**config.mk**
```make
export PLATFORM = sky130hd
export DESIGN_NAME = fltu_ctrl
export DESIGN_NICKNAME = d
export VERILOG_FILES = /design/src/fltu_pkg.sv /design/src/fltu_ctrl.sv
export SDC_FILE = /design/constraint.sdc
export NUM_CORES = 1
export LEC_CHECK = 0
export BUFFER_PORTS_ARGS = -buffer_cell sky130_fd_sc_hd__clkbuf_2
export CAP_MARGIN = 15
export CORE_MARGIN = 2
export CORE_UTILIZATION = 40
export DETAILED_ROUTE_END_ITERATION = 16
export PLACE_DENSITY = 0.7
export SLEW_MARGIN = 40
export SYNTH_ARGS = -nofsm -noshare
export SYNTH_HDL_FRONTEND = slang
export SYNTH_SLANG_ARGS = --single-unit
```
**constraint.sdc**
```tcl
create_clock -name clk_i -period 2.1 [get_ports clk_i]
set_input_delay 0.21 -clock clk_i [delete_from_list [all_inputs] [get_ports clk_i]]
set_output_delay 0.21 -clock clk_i [all_outputs]
set_load 0.05 [all_outputs]
```
**src/fltu_pkg.sv**
```systemverilog
`default_nettype none
package fltu_pkg;
  localparam int unsigned TableFramesDef = 64;
  localparam int unsigned Levels = 4;
  localparam int unsigned EntryW = 45;
  localparam int unsigned PpnW = 40;
  localparam int unsigned IdxW = 9;

  localparam logic [2:0] OpMap   = 3'd0;
  localparam logic [2:0] OpTrans = 3'd1;
  localparam logic [2:0] OpRead  = 3'd2;
  localparam logic [2:0] OpWrite = 3'd3;
  localparam logic [2:0] OpSet   = 3'd4;
  localparam logic [2:0] OpClr   = 3'd5;

  localparam logic [2:0] StOk     = 3'd0;
  localparam logic [2:0] StVaUnal = 3'd1;
  localparam logic [2:0] StPaUnal = 3'd2;
  localparam logic [2:0] StNoMap  = 3'd3;
  localparam logic [2:0] StNoFree = 3'd4;

  // Datapath commands from the controller.
  typedef struct packed {
    logic       load;      // capture input transaction
    logic       rd;        // issue store read at walk address
    logic       step;      // follow read entry to next level
    logic       clr_wr;    // write zero at clear address
    logic       clr_inc;   // advance clear index
    logic       link_wr;   // link fresh frame at current slot
    logic       leaf_wr;   // write the updated leaf entry
    logic       res_load;  // capture result
    logic [2:0] res_st;
    logic       res_zero;
  } fltu_cmd_t;

  typedef struct packed {
    logic [2:0] op;
    logic       va_unal;
    logic       pa_unal;
    logic       ent_ok;     // read entry present and names a frame in range
    logic       ent_pres;
    logic       clr_last;
    logic       lvl_leaf;   // level counter reached the leaf table
    logic       no_free;    // not enough frames for the missing levels
  } fltu_sts_t;
endpackage
`default_nettype wire

```
**src/fltu_ctrl.sv**
```systemverilog
`default_nettype none
module fltu_ctrl import fltu_pkg::*; (
  input  wire logic      clk_i,
  input  wire logic      rst_ni,
  input  wire logic      in_valid_i,
  output logic           in_ready_o,
  output logic           out_valid_o,
  input  wire logic      out_ready_i,
  input  wire logic      root_done_i,
  output logic           root_clr_o,
  output logic [8:0]     root_idx_o,
  output fltu_cmd_t      cmd_o,
  input  wire fltu_sts_t sts_i
);
  localparam logic [3:0] SRoot = 4'd0, SIdle = 4'd1, SRd = 4'd2, SChk = 4'd3,
                         SClr = 4'd4, SLink = 4'd5, SLeafRd = 4'd6, SLeaf = 4'd7,
                         SOut = 4'd8;
  logic [3:0] st_q, st_d;
  logic [8:0] ri_q;
  logic       ov_q;

  assign in_ready_o = (st_q == SIdle) && !ov_q;
  assign out_valid_o = ov_q;
  assign root_clr_o = (st_q == SRoot);
  assign root_idx_o = ri_q;

  always_comb begin
    cmd_o = '0;
    st_d = st_q;
    unique case (st_q)
      SRoot: if (root_done_i) st_d = SIdle;
      SIdle: if (in_valid_i && in_ready_o) begin
        cmd_o.load = 1'b1; st_d = SRd;
      end
      SRd: begin
        if (sts_i.op > OpClr) begin
          cmd_o.res_load = 1'b1; cmd_o.res_zero = 1'b1; cmd_o.res_st = StOk;
          st_d = SOut;
        end else begin
          cmd_o.rd = 1'b1; st_d = SChk;
        end
      end
      SChk: begin
        if (sts_i.ent_ok && !sts_i.lvl_leaf) begin
          cmd_o.step = 1'b1; st_d = SRd;
        end else if (sts_i.op == OpMap) begin
          cmd_o.res_load = 1'b1; cmd_o.res_zero = 1'b1;
          if (sts_i.va_unal) begin cmd_o.res_st = StVaUnal; st_d = SOut; end
          else if (sts_i.pa_unal) begin cmd_o.res_st = StPaUnal; st_d = SOut; end
          else if (sts_i.no_free) begin cmd_o.res_st = StNoFree; st_d = SOut; end
          else begin
            cmd_o.res_load = 1'b0;
            if (sts_i.lvl_leaf) st_d = SLeaf; else st_d = SClr;
          end
        end else if (!sts_i.lvl_leaf || !sts_i.ent_pres) begin
          cmd_o.res_load = 1'b1; cmd_o.res_zero = 1'b1; cmd_o.res_st = StNoMap;
          st_d = SOut;
        end else st_d = SLeaf;
      end
      SClr: begin
        cmd_o.clr_wr = 1'b1; cmd_o.clr_inc = 1'b1;
        if (sts_i.clr_last) st_d = SLink;
      end
      SLink: begin
        cmd_o.link_wr = 1'b1; st_d = SLeafRd;
      end
      SLeafRd: begin
        cmd_o.rd = 1'b1;
        if (sts_i.lvl_leaf) st_d = SLeaf; else st_d = SClr;
      end
      SLeaf: begin
        cmd_o.leaf_wr = (sts_i.op == OpMap) || (sts_i.op >= OpWrite);
        cmd_o.res_load = 1'b1; cmd_o.res_st = StOk;
        st_d = SOut;
      end
      SOut: st_d = SIdle;
      default: st_d = SIdle;
    endcase
  end

  always_ff @(posedge clk_i or negedge rst_ni) begin
    if (!rst_ni) begin
      st_q <= SRoot; ri_q <= '0; ov_q <= 1'b0;
    end else begin
      st_q <= st_d;
      if (st_q == SRoot) ri_q <= ri_q + 1'b1;
      if (st_q == SOut) ov_q <= 1'b1;
      else if (out_ready_i) ov_q <= 1'b0;
    end
  end
endmodule
`default_nettype wire

```
Yosys cells after proc, flatten, opt, wreduce, memory -nomap -nowiden
Index checks and enable logic that the tools add are counted.
W data, S select, Z words.
{"block": "word_totals", "inputBits": 15, "ff_bits": 14, "out_inout_bits": 24, "wordCells": 64}
{"block": "op_classes", "add_sub_neg": 1, "order_cmp": 2, "reduce_logical": 12, "n_eq_ne": 11, "n_mux": 35}
{"operator": "$mux W4", "count": 10}
{"operator": "$pmux W4 S8", "count": 1}
{"operator": "$mux W5", "count": 4}
{"operator": "$eq A4 B3 Y1 const B", "count": 4}
{"operator": "$mux W1", "count": 12}
{"operator": "$pmux W4 S3", "count": 1}
{"operator": "$add A9 B1 Y9 const B", "count": 1}
{"operator": "$mux W3", "count": 3}
{"operator": "$eq A4 B2 Y1 const B", "count": 2}
{"operator": "$eq A4 B1 Y1 const B", "count": 1}
{"operator": "$eq A4 B4 Y1 const B", "count": 1}
{"operator": "$logic_not A4 Y1", "count": 1}
{"operator": "$mux W2", "count": 2}
{"operator": "$ne A2 B2 Y1 const B", "count": 2}
{"operator": "$pmux W1 S2", "count": 2}
{"operator": "$ge A3 B2 Y1 const B", "count": 1}
{"operator": "$gt A3 B3 Y1 const B", "count": 1}
{"operator": "$logic_and A1 B1 Y1", "count": 3}
{"operator": "$logic_not A1 Y1", "count": 3}
{"operator": "$logic_not A3 Y1", "count": 1}
{"operator": "$reduce_and A3 Y1", "count": 1}
{"operator": "$logic_or A1 B1 Y1", "count": 2}
{"operator": "$ne A2 B1 Y1 const B", "count": 1}
{"operator": "$reduce_bool A2 Y1", "count": 1}

Depth between registers and ports, before layout
Gate-level depths: netlist of the first run.
{"block": "logic_depth", "ltp_word": 7, "depth_mapped": 5, "depth_no_buf": 4}

Worst setup path before layout of the first run
OpenSTA, ideal clock, no wires.
{"block": "synth_timing", "path_kind": "reg-to-output", "from": "register st_q[1]", "to": "output cmd_o[3] (netlist bit)", "n_path_buf": 1, "slack_ns": -0.587, "required_time_ns": 1.890, "arrival_time_ns": 2.477, "path_stages_with_launch": 5, "path_cell_list": "dfrtp_1 -> buf_4 -> nand4bb_1 -> nand2b_1 -> nor4b_1"}
{"item": "start: declaration", "line_no": "fltu_ctrl.sv:18", "text": "logic [3:0] st_q, st_d;"}
{"item": "start signal: assignment", "line_no": "fltu_ctrl.sv:85", "text": "st_q <= st_d;"}
{"item": "end: declaration", "line_no": "fltu_ctrl.sv:12", "text": "output fltu_cmd_t cmd_o,"}

==> results.py, run 1 <==
metrics = {
    "synth": {
        "synth.avg_cell_area_um2": 9.66,
        "ys_warn_count": 0,
        "synth-seq-cells": 14,
        "synth-edff-count": 0,
        "synth_seq_area_share_pct": 37.8,
        "synth.distinct_cells": 41,
        "netlist_instances": 96,
        "yosys.area.top_type": "dfrtp_1",
        "synth_top_area_share_pct": 37.8,
        "syn-num-nets": 112,
        "async_reset_ff_share_pct": 100,
        "mappedNetlistArea_um2": 927,
        "synth_top_flop_cell": "dfrtp_1",
        "synthTopCellsByArea": "dfrtp_1 (38%), xnor2_1 (4.7%), xor2_1 (3.8%)",
    },
    "outcome": {
        "outcome": "complete, no violations",
    },
    "sta": {
        "slew_viol_final": 0,
        "tns_ns": 0,
        "slew_headroom_pct": 62.4,
        "setup_viol_count_final": 0,
        "hold_viol_final": 0,
        "fin_skew_ns": 0.00703,
        "max_freq_mhz": 489,
        "fin_crit_sh_pct": 97.5,
        "fin_ws_ns": 0.0533,
        "whs_ns": 0.208,
        "fin_crit_ns": 2.05,
        "tightest_slew_ns": 0.555,
    },
    "drt": {
        "wl_met3_um": 115,
        "route.antenna.remaining_nets": 0,
        "wire_per_inst_um": 13.0,
        "highest_layer": "met4",
        "dr.pass1.iters": 4,
        "met2_length_um": 1010,
        "wl_met1_um": 979,
        "via_per_inst": 5.38,
        "drc": 0,
        "drt-initial-drc-count": 7,
        "num_vias": 888,
        "wirelength_um": 2150,
    },
    "die": {
        "fp.dieH_um": 52.1,
        "io_pins": 39,
        "core_region_area_um2": 2210,
        "start_util_pct": 41.9,
        "fp.dieW_um": 52.1,
        "die_area_um2": 2720,
        "rows": 17,
    },
    "global_route": {
        "overflow": 0,
        "grt_pass1_wl_um": 3360,
        "grtUsageTotal_pct": 16.7,
        "grt_pass1_vias": 781,
        "antenna_found_initial": 0,
        "grt_max_degree": 15,
    },
    "critical_path": {
        "cp_data_required_time_ns": 1.89,
        "critPathBufInv": 1,
        "worst_setup_path_end_kind": "output port",
        "reg2reg_setup_slack_ns": 0.45,
        "critPathKind": "reg -> out",
        "path_cells": "or4b_1 -> o21ai_0 -> clkbuf_2",
        "crit_path_max_incr_delay_ns": 0.58,
        "critPathMaxFanout": 12,
        "start_kind": "register",
        "crit_family": "simple AND/OR/NAND/NOR gates",
        "cpMaxStageDelayCell": "or4b_1",
        "arrival_ns": 1.84,
    },
    "clock_tree": {
        "cts_max_level": 1,
        "cts.path.max_buffers": 2,
        "clkTransAtPathRegs_ns": 0.08,
        "cts_tree": "done",
        "post_cts.repair.setup_buffers": 0,
        "cts_buffers": 3,
        "worstSkewPairLatency_ns": 0.28,
        "cts.sinks": 14,
        "cts_root_buf": "clkbuf_4",
    },
    "pwr": {
        "peakVddDrop_uv": 1110,
        "p_leak_nw": 0.589,
        "powerDensity_nw_per_um2": 1520,
        "p_total_w": 0.00188,
    },
    "final_layout": {
        "nets": 154,
        "diodes": 0,
        "stdcell_count": 165,
        "final_common_cell": "clkbuf_2",
        "area_delta_synth_final_pct": 33.1,
        "drive_gt1_share_pct": 45.3,
        "mostFrequentLayoutCells": "clkbuf_2 (34), dfrtp_1 (12), nor2_1 (9)",
    },
    "worst_hold_path": {
        "hold_class": "in -> reg",
    },
    "placed_design": {
        "post-place-ws_ns": 0.275,
        "place_congestion": 0.865,
        "dp_hpwl_um": 1720,
        "post-place-cells": 160,
        "io_buffers": 38,
    },
    "run": {
        "drv_cap": 0,
    },
}
## power by group
group,leakage [nW],internal (W),switching (W)
Clock,0.0210,0.000105,0.0000813
Combinational,0.390,0.000354,0.000833
Sequential,0.179,0.000365,0.000139
## area by class of cell
class | instances | area (µm²)
fill | 215 | 978
multi-input combinational | 73 | 564
sequential | 14 | 353
timing repair buffer | 42 | 230
clock buffer | 4 | 36.3
tap | 28 | 35.0
inverter | 4 | 15.0
## logic make-up (layout without fill, tap and decap cells)
group                    Yosys count  in the layout  synth area share, %
buffers and inverters              9             50                 5.53
flip-flops                        14             14                 37.8
multiplexers                       2              2                 2.29
AO/OA/AOI/OAI                     19             19                 15.9
AND/OR/NAND/NOR                   42             42                 28.6
adder cells (fa/ha/maj)            1              1                 1.35
XOR/XNOR                           9              9                 8.50
## registers in the layout (all words and copies together), names as in the netlist
| name | count |
|---|---|
| st_q | 4 |
| root_idx_o | 9 |
| out_valid_o | 1 |
## cells in the mapped netlist (all sizes together) (2+ instances only)
library cell,number
dfrtp,14
nand2,9
nor2,9
buf,5
nand2b,5
xnor2,5
a21oi,4
inv,4
xor2,4
nand4,3
nor3,3
nor4,3
o21ai,3
and2,2
o22ai,2
o32ai,2
## final timing paths
path / startpoint / end / cells past startpoint
setup reg to reg: st_q[3] / root_idx_o[8] / 5
hold reg to reg: root_idx_o[8] / root_idx_o[8] / 1
max in group asynchronous: rst_ni / st_q[0] / 2
hold / removal: out_ready_i / out_valid_o / 3
setup / recovery: st_q[0] / cmd_o[10] / 3
min in group asynchronous: rst_ni / root_idx_o[8] / 2
## metal layers
layer	vias up	GRT usage, %
li1	435	-
met1	419	20.8
met2	28	27.0
met3	6	2.59
met4	0	10.3
met5	-	0
## stage by stage
stage | utilization, % | instance area [µm²]
6_report | 55.8 | 1230
5_1_grt | 55.8 | 1230
4_1_cts | 55.3 | 1220
3_5_place_dp | 53.1 | 1170
3_3_place_gp | 53.1 | 1170
2_1_floorplan | - | 963
## worst min-delay path, stage by stage
cell and delay (ns):
clkbuf_2 0.08, inv_1 0.05, a32o_1 0.12
## timing repair
action | 4_1_cts | 5_1_grt
pin swaps | 0 | 1
setup endpoints to repair | 2 | 5
hold buffers | 1 | 0
hold endpoints to repair | 14 | 0
gates resized for setup | 2 | 11
(Power assumes the default switching activity.)
==> run 2, diff against run 1 <==
--- a/config.mk
+++ b/config.mk
@@ -10,7 +10,8 @@
 export CORE_MARGIN = 2
 export CORE_UTILIZATION = 40
 export DETAILED_ROUTE_END_ITERATION = 16
-export PLACE_DENSITY = 0.7
+export PLACE_DENSITY = 0.79
+export SETUP_SLACK_MARGIN = 0.1
 export SLEW_MARGIN = 40
 export SYNTH_ARGS = -nofsm -noshare
 export SYNTH_HDL_FRONTEND = slang
==> run 2 against run 1 <==
Against the previous run:
- routed wire length is 8.6% higher
- worst setup slack better by 0.090 ns
- first-iteration DRC count is 110% higher
- critical path depth is 2 higher
- maximum frequency is 4.6% higher
- final cell count is 3.0% higher
- clock power is 23% lower
- register-to-register slack hardly changed
- hold slack better by 0.0079 ns
- via count is 2.5% higher
- sequential power is 5.8% lower
- critical path type unchanged
- largest power group unchanged
==> results.py, run 2 (synthesis gave the netlist of run 1 again) <==
metrics = {
    "outcome": {
        "outcome": "complete, no violations",
    },
    "worst_hold_path": {
        "hold_class": "in -> reg",
        "min_delay_path_depth": 3,
    },
    "placed_design": {
        "dp_hpwl_um": 1810,
        "io_buffers": 38,
        "place_congestion": 0.901,
    },
    "critical_path": {
        "cpMaxStageDelayCell": "dfrtp_1",
        "cp_data_required_time_ns": 1.89,
        "start_kind": "register",
        "crit_family": "simple AND/OR/NAND/NOR gates",
        "critPathBufInv": 1,
        "worst_setup_path_end_kind": "output port",
        "reg2reg_depth": 6,
        "path_cells": "nand4bb_1 -> nand2b_1 -> nand2b_2 -> nor2b_1 -> clkbuf_4",
        "arrival_ns": 1.75,
        "critPathKind": "reg -> out",
        "cp.depth": 5,
        "crit_path_max_incr_delay_ns": 0.41,
        "critPathMaxFanout": 5,
    },
    "sta": {
        "whs_ns": 0.216,
        "rsz0062_at_grt": "true",
        "hold_viol_final": 0,
        "fin_crit_sh_pct": 93.2,
        "tightest_slew_ns": 0.512,
        "max_freq_mhz": 511,
        "slew_headroom_pct": 65.3,
        "setup_viol_count_final": 0,
        "fin_skew_ns": 0.00291,
        "fin_crit_ns": 1.96,
        "slew_viol_final": 0,
    },
    "drt": {
        "wire_per_inst_um": 13.7,
        "wirelength_um": 2340,
        "drt-initial-drc-count": 15,
        "num_vias": 910,
        "route.antenna.remaining_nets": 0,
        "drc": 0,
        "dr.pass1.iters": 4,
        "via_per_inst": 5.35,
    },
    "global_route": {
        "grt_pass1_wl_um": 3910,
        "grt_max_degree": 15,
        "grtUsageTotal_pct": 19.5,
        "overflow": 0,
        "grt_pass1_vias": 864,
        "antenna_found_initial": 0,
    },
    "clock_tree": {
        "cts_max_level": 1,
        "clkTransAtPathRegs_ns": 0.08,
        "cts.path.max_buffers": 2,
        "cts_buffers": 3,
        "worstSkewPairLatency_ns": 0.27,
        "cts_root_buf": "clkbuf_4",
        "cts.sinks": 14,
        "cts_tree": "done",
    },
    "die": {
        "die_area_um2": 2720,
        "core_region_area_um2": 2210,
        "fp.dieW_um": 52.1,
        "fp.dieH_um": 52.1,
        "rows": 17,
        "io_pins": 39,
        "start_util_pct": 41.9,
    },
    "final_layout": {
        "nets": 160,
        "diodes": 0,
        "mostFrequentLayoutCells": "clkbuf_2 (34), dfrtp_1 (12), nor2_1 (9), buf_4 (9), nand2_1 (8)",
        "final_common_cell": "clkbuf_2",
        "drive_gt1_share_pct": 47.2,
        "area_delta_synth_final_pct": 38.1,
        "largest_reg_flops": 9,
    },
    "pwr": {
        "powerDensity_nw_per_um2": 1540,
        "p_total_w": 0.00197,
        "peakVddDrop_uv": 1250,
        "p_leak_nw": 0.615,
    },
    "run": {
        "drv_cap": 0,
    },
}
-- run 2: cell count changes in the layout (fill, tap and decap cells not counted) --
cell	before	now
buf_12	0	1
buf_2	1	0
buf_4	6	9
clkbuf_4	3	6
clkbuf_8	1	0
-- run 2: power breakdown --
part           leakage (nW)  internal [W]  switching [W]
Combinational         0.423      0.000451       0.000901
Sequential            0.179      0.000365       0.000110
Clock                0.0138     0.0000663      0.0000775
Total                 0.615      0.000882        0.00109
-- run 2: area by class of cell --
type,instances,area [µm²]
tap,28,35.0
timing repair buffer,48,290
inverter,4,15.0
clock buffer,3,22.5
fill,205,932
sequential,14,353
multi-input combinational,73,564
-- run 2: tightest hold or removal path: cells and delay by family --
family / cells / cell delay [ns]
compound gates: 1 / 0.12
buf+inv: 2 / 0.12
-- run 2: per-stage QoR --
stage | setup TNS [ns] | worst slack [ns] | instance area [µm²] | utilization [%] | std cells
2_1_floorplan | -0.480 | -0.240 | 963 | - | 96
3_3_place_gp | 0 | 0.335 | 1170 | 53.1 | 160
3_5_place_dp | 0 | 0.248 | 1170 | 53.1 | 160
4_1_cts | 0 | 0.0968 | 1220 | 55.3 | 164
5_1_grt | 0 | 0.0578 | 1280 | 57.9 | 170
6_report | 0 | 0.143 | 1280 | 57.9 | 170
-- run 2: worst paths after layout --
| kind | startpoint | endpoint | slack (ns) |
|---|---|---|---|
| max | st_q[2] | cmd_o[1] | 0.14 |
| min | out_ready_i | out_valid_o | 0.22 |
| max reg2reg | st_q[1] | root_idx_o[8] | 0.45 |
| min reg2reg | root_idx_o[8] | root_idx_o[8] | 0.47 |
| max in group asynchronous | rst_ni | st_q[0] | 1.46 |
| min in group asynchronous | rst_ni | root_idx_o[0] | 0.37 |
-- run 2: routing by layer --
layer  vias up  global-route usage, %  part of all wire [%]
li1        445                      -                     -
met4         0                   6.41                  0.43
met1       430                   24.7                    44
met5         -                      0                     0
met2        33                   33.3                    50
met3         2                   3.45                   5.9
-- run 2: repair_timing --
item / 4_1_cts / 5_1_grt
setup buffers: 0 / 6
setup endpoints to repair: 6 / 7
resized for setup: 7 / 3
hold endpoints to repair: 14 / 0
pin swaps: 0 / 1
hold buffers: 1 / 0
==> run 3, diff against run 2 <==
--- a/config.mk
+++ b/config.mk
@@ -11,6 +11,7 @@
 export CORE_UTILIZATION = 40
 export DETAILED_ROUTE_END_ITERATION = 16
 export PLACE_DENSITY = 0.79
+export REMOVE_ABC_BUFFERS = 1
 export SETUP_SLACK_MARGIN = 0.1
 export SLEW_MARGIN = 40
 export SYNTH_ARGS = -nofsm -noshare
==> run 3 against run 2 <==
Against the previous run:
- global-route usage fell by 3.4 points
- die area did not move
- register-to-register slack got worse by 0.06 ns
- largest cell class unchanged
- combinational power fell by 6%
- final cell count fell by 2.4%
- critical endpoint is now cmd_o[10]
==> results.py, run 3 (synthesis gave the netlist of run 1 again) <==
metrics = {
    "outcome": {
        "outcome": "complete, no violations",
    },
    "drt": {
        "wl_met3_um": 121,
        "met2_length_um": 1090,
        "wirelength_um": 2180,
        "dr.pass1.iters": 4,
        "highest_layer": "met4",
        "drt-initial-drc-count": 15,
        "num_vias": 893,
        "wl_met1_um": 961,
        "drc": 0,
        "route.antenna.remaining_nets": 0,
        "wire_per_inst_um": 13.1,
        "via_per_inst": 5.38,
    },
    "sta": {
        "setup_viol_count_final": 0,
        "hold_viol_final": 0,
        "max_freq_mhz": 511,
        "fin_skew_ns": 0.00143,
        "fin_crit_ns": 1.96,
        "fin_crit_sh_pct": 93.2,
        "slew_viol_final": 0,
        "slew_headroom_pct": 53.0,
        "tns_ns": 0,
        "tightest_slew_ns": 0.694,
        "rsz0062_at_grt": "true",
    },
    "critical_path": {
        "worst_setup_path_end_kind": "output port",
        "cp_data_required_time_ns": 1.89,
        "arrival_ns": 1.75,
        "critPathKind": "reg -> out",
        "critPathMaxFanout": 8,
        "start_kind": "register",
    },
    "clock_tree": {
        "cts_root_buf": "clkbuf_4",
        "clkTransAtPathRegs_ns": 0.08,
        "cts_max_level": 1,
        "cts_buffers": 3,
        "cts_tree": "done",
        "worstSkewPairLatency_ns": 0.26,
        "cts.sinks": 14,
        "cts.path.max_buffers": 2,
    },
    "die": {
        "die_area_um2": 2720,
        "rows": 17,
        "io_pins": 39,
        "core_region_area_um2": 2210,
        "start_util_pct": 41.9,
        "fp.dieH_um": 52.1,
        "fp.dieW_um": 52.1,
    },
    "pwr": {
        "p_leak_nw": 0.606,
        "peakVddDrop_uv": 893,
        "powerDensity_nw_per_um2": 1540,
    },
    "final_layout": {
        "drive_gt1_share_pct": 44.2,
        "final_common_cell": "clkbuf_2",
        "largest_reg_flops": 9,
        "mostFrequentLayoutCells": "clkbuf_2 (31), dfrtp_1 (11), nor2_1 (9), buf_4 (9), nand2_1 (8)",
        "fill_cells": 201,
        "diodes": 0,
        "area_delta_synth_final_pct": 34.0,
        "stdcell_count": 166,
        "seqCellArea_um2": 354,
        "multiInputGateArea_um2": 561,
        "nets": 156,
    },
    "placed_design": {
        "post-place-cells": 160,
        "place_congestion": 0.843,
        "io_buffers": 38,
        "dp_hpwl_um": 1640,
    },
    "global_route": {
        "overflow": 0,
        "grt_pass1_wl_um": 3390,
        "grtUsageTotal_pct": 16.0,
        "grt_max_degree": 15,
        "antenna_found_initial": 0,
        "grt_pass1_vias": 811,
    },
    "worst_hold_path": {
        "hold_class": "in -> reg",
    },
    "run": {
        "drv_cap": 0,
    },
}
## run 3: timing repair
item,in CTS,in global routing
buffers inserted,0,2
endpoints found under the hold margin,14,0
pin swaps,0,1
endpoints found under the setup margin,6,8
resized for setup,8,13
hold buffers,1,0
## run 3: stage by stage
stage | power (W) | setup WS [ns] | instance area [µm²] | utilization [%] | hold slack, ns
after detailed placement | 0.00166 | 0.238 | 1140 | 51.5 | 0.138
final | 0.00191 | 0.143 | 1240 | 56.2 | 0.201
after global routing | 0.00203 | 0.0771 | 1240 | 56.2 | 0.201
after global placement | 0.00164 | 0.310 | 1140 | 51.5 | 0.131
after CTS | 0.00186 | 0.0952 | 1210 | 54.6 | 0.197
after floorplan | 0.00137 | -0.865 | 891 | - | -0.0856
## run 3: path summary, 6_finish.rpt
kind	start	end	slack [ns]	depth (start not counted)
min in group asynchronous	rst_ni	root_idx_o[6]	0.37	2
max reg2reg	st_q[2]	root_idx_o[8]	0.39	6
min reg2reg	root_idx_o[8]	root_idx_o[8]	0.47	1
max in group asynchronous	rst_ni	st_q[0]	1.46	2
max	st_q[3]	cmd_o[10]	0.14	4
min	out_ready_i	out_valid_o	0.20	3
## run 3: layout make-up
type / instances / area share, %
Clock buffer: 3 / 1.81
Inverter: 4 / 1.21
Multi-Input combinational cell: 73 / 45.1
Sequential cell: 14 / 28.5
Tap cell: 28 / 2.82
Timing Repair Buffer: 44 / 20.5
## run 3: layer usage
layer	global-route usage, %	up-vias
met1	19.3	423
met3	2.01	2
met2	30.6	32
met5	0	-
met4	2.56	0
li1	-	436
## run 3: worst max-delay path, cell delays in order (launching register included)
cell,delay (ns)
dfrtp_2,0.45
buf_4,0.18
or4bb_4,0.53
o21ai_0,0.10
buf_4,0.22
## run 3: power breakdown
group | internal, W | switching (W) | leakage [nW] | total [W]
combinational | 0.000414 | 0.000852 | 0.415 | 0.00127
sequential | 0.000366 | 0.000132 | 0.177 | 0.000498
clock | 0.0000662 | 0.0000773 | 0.0138 | 0.000143
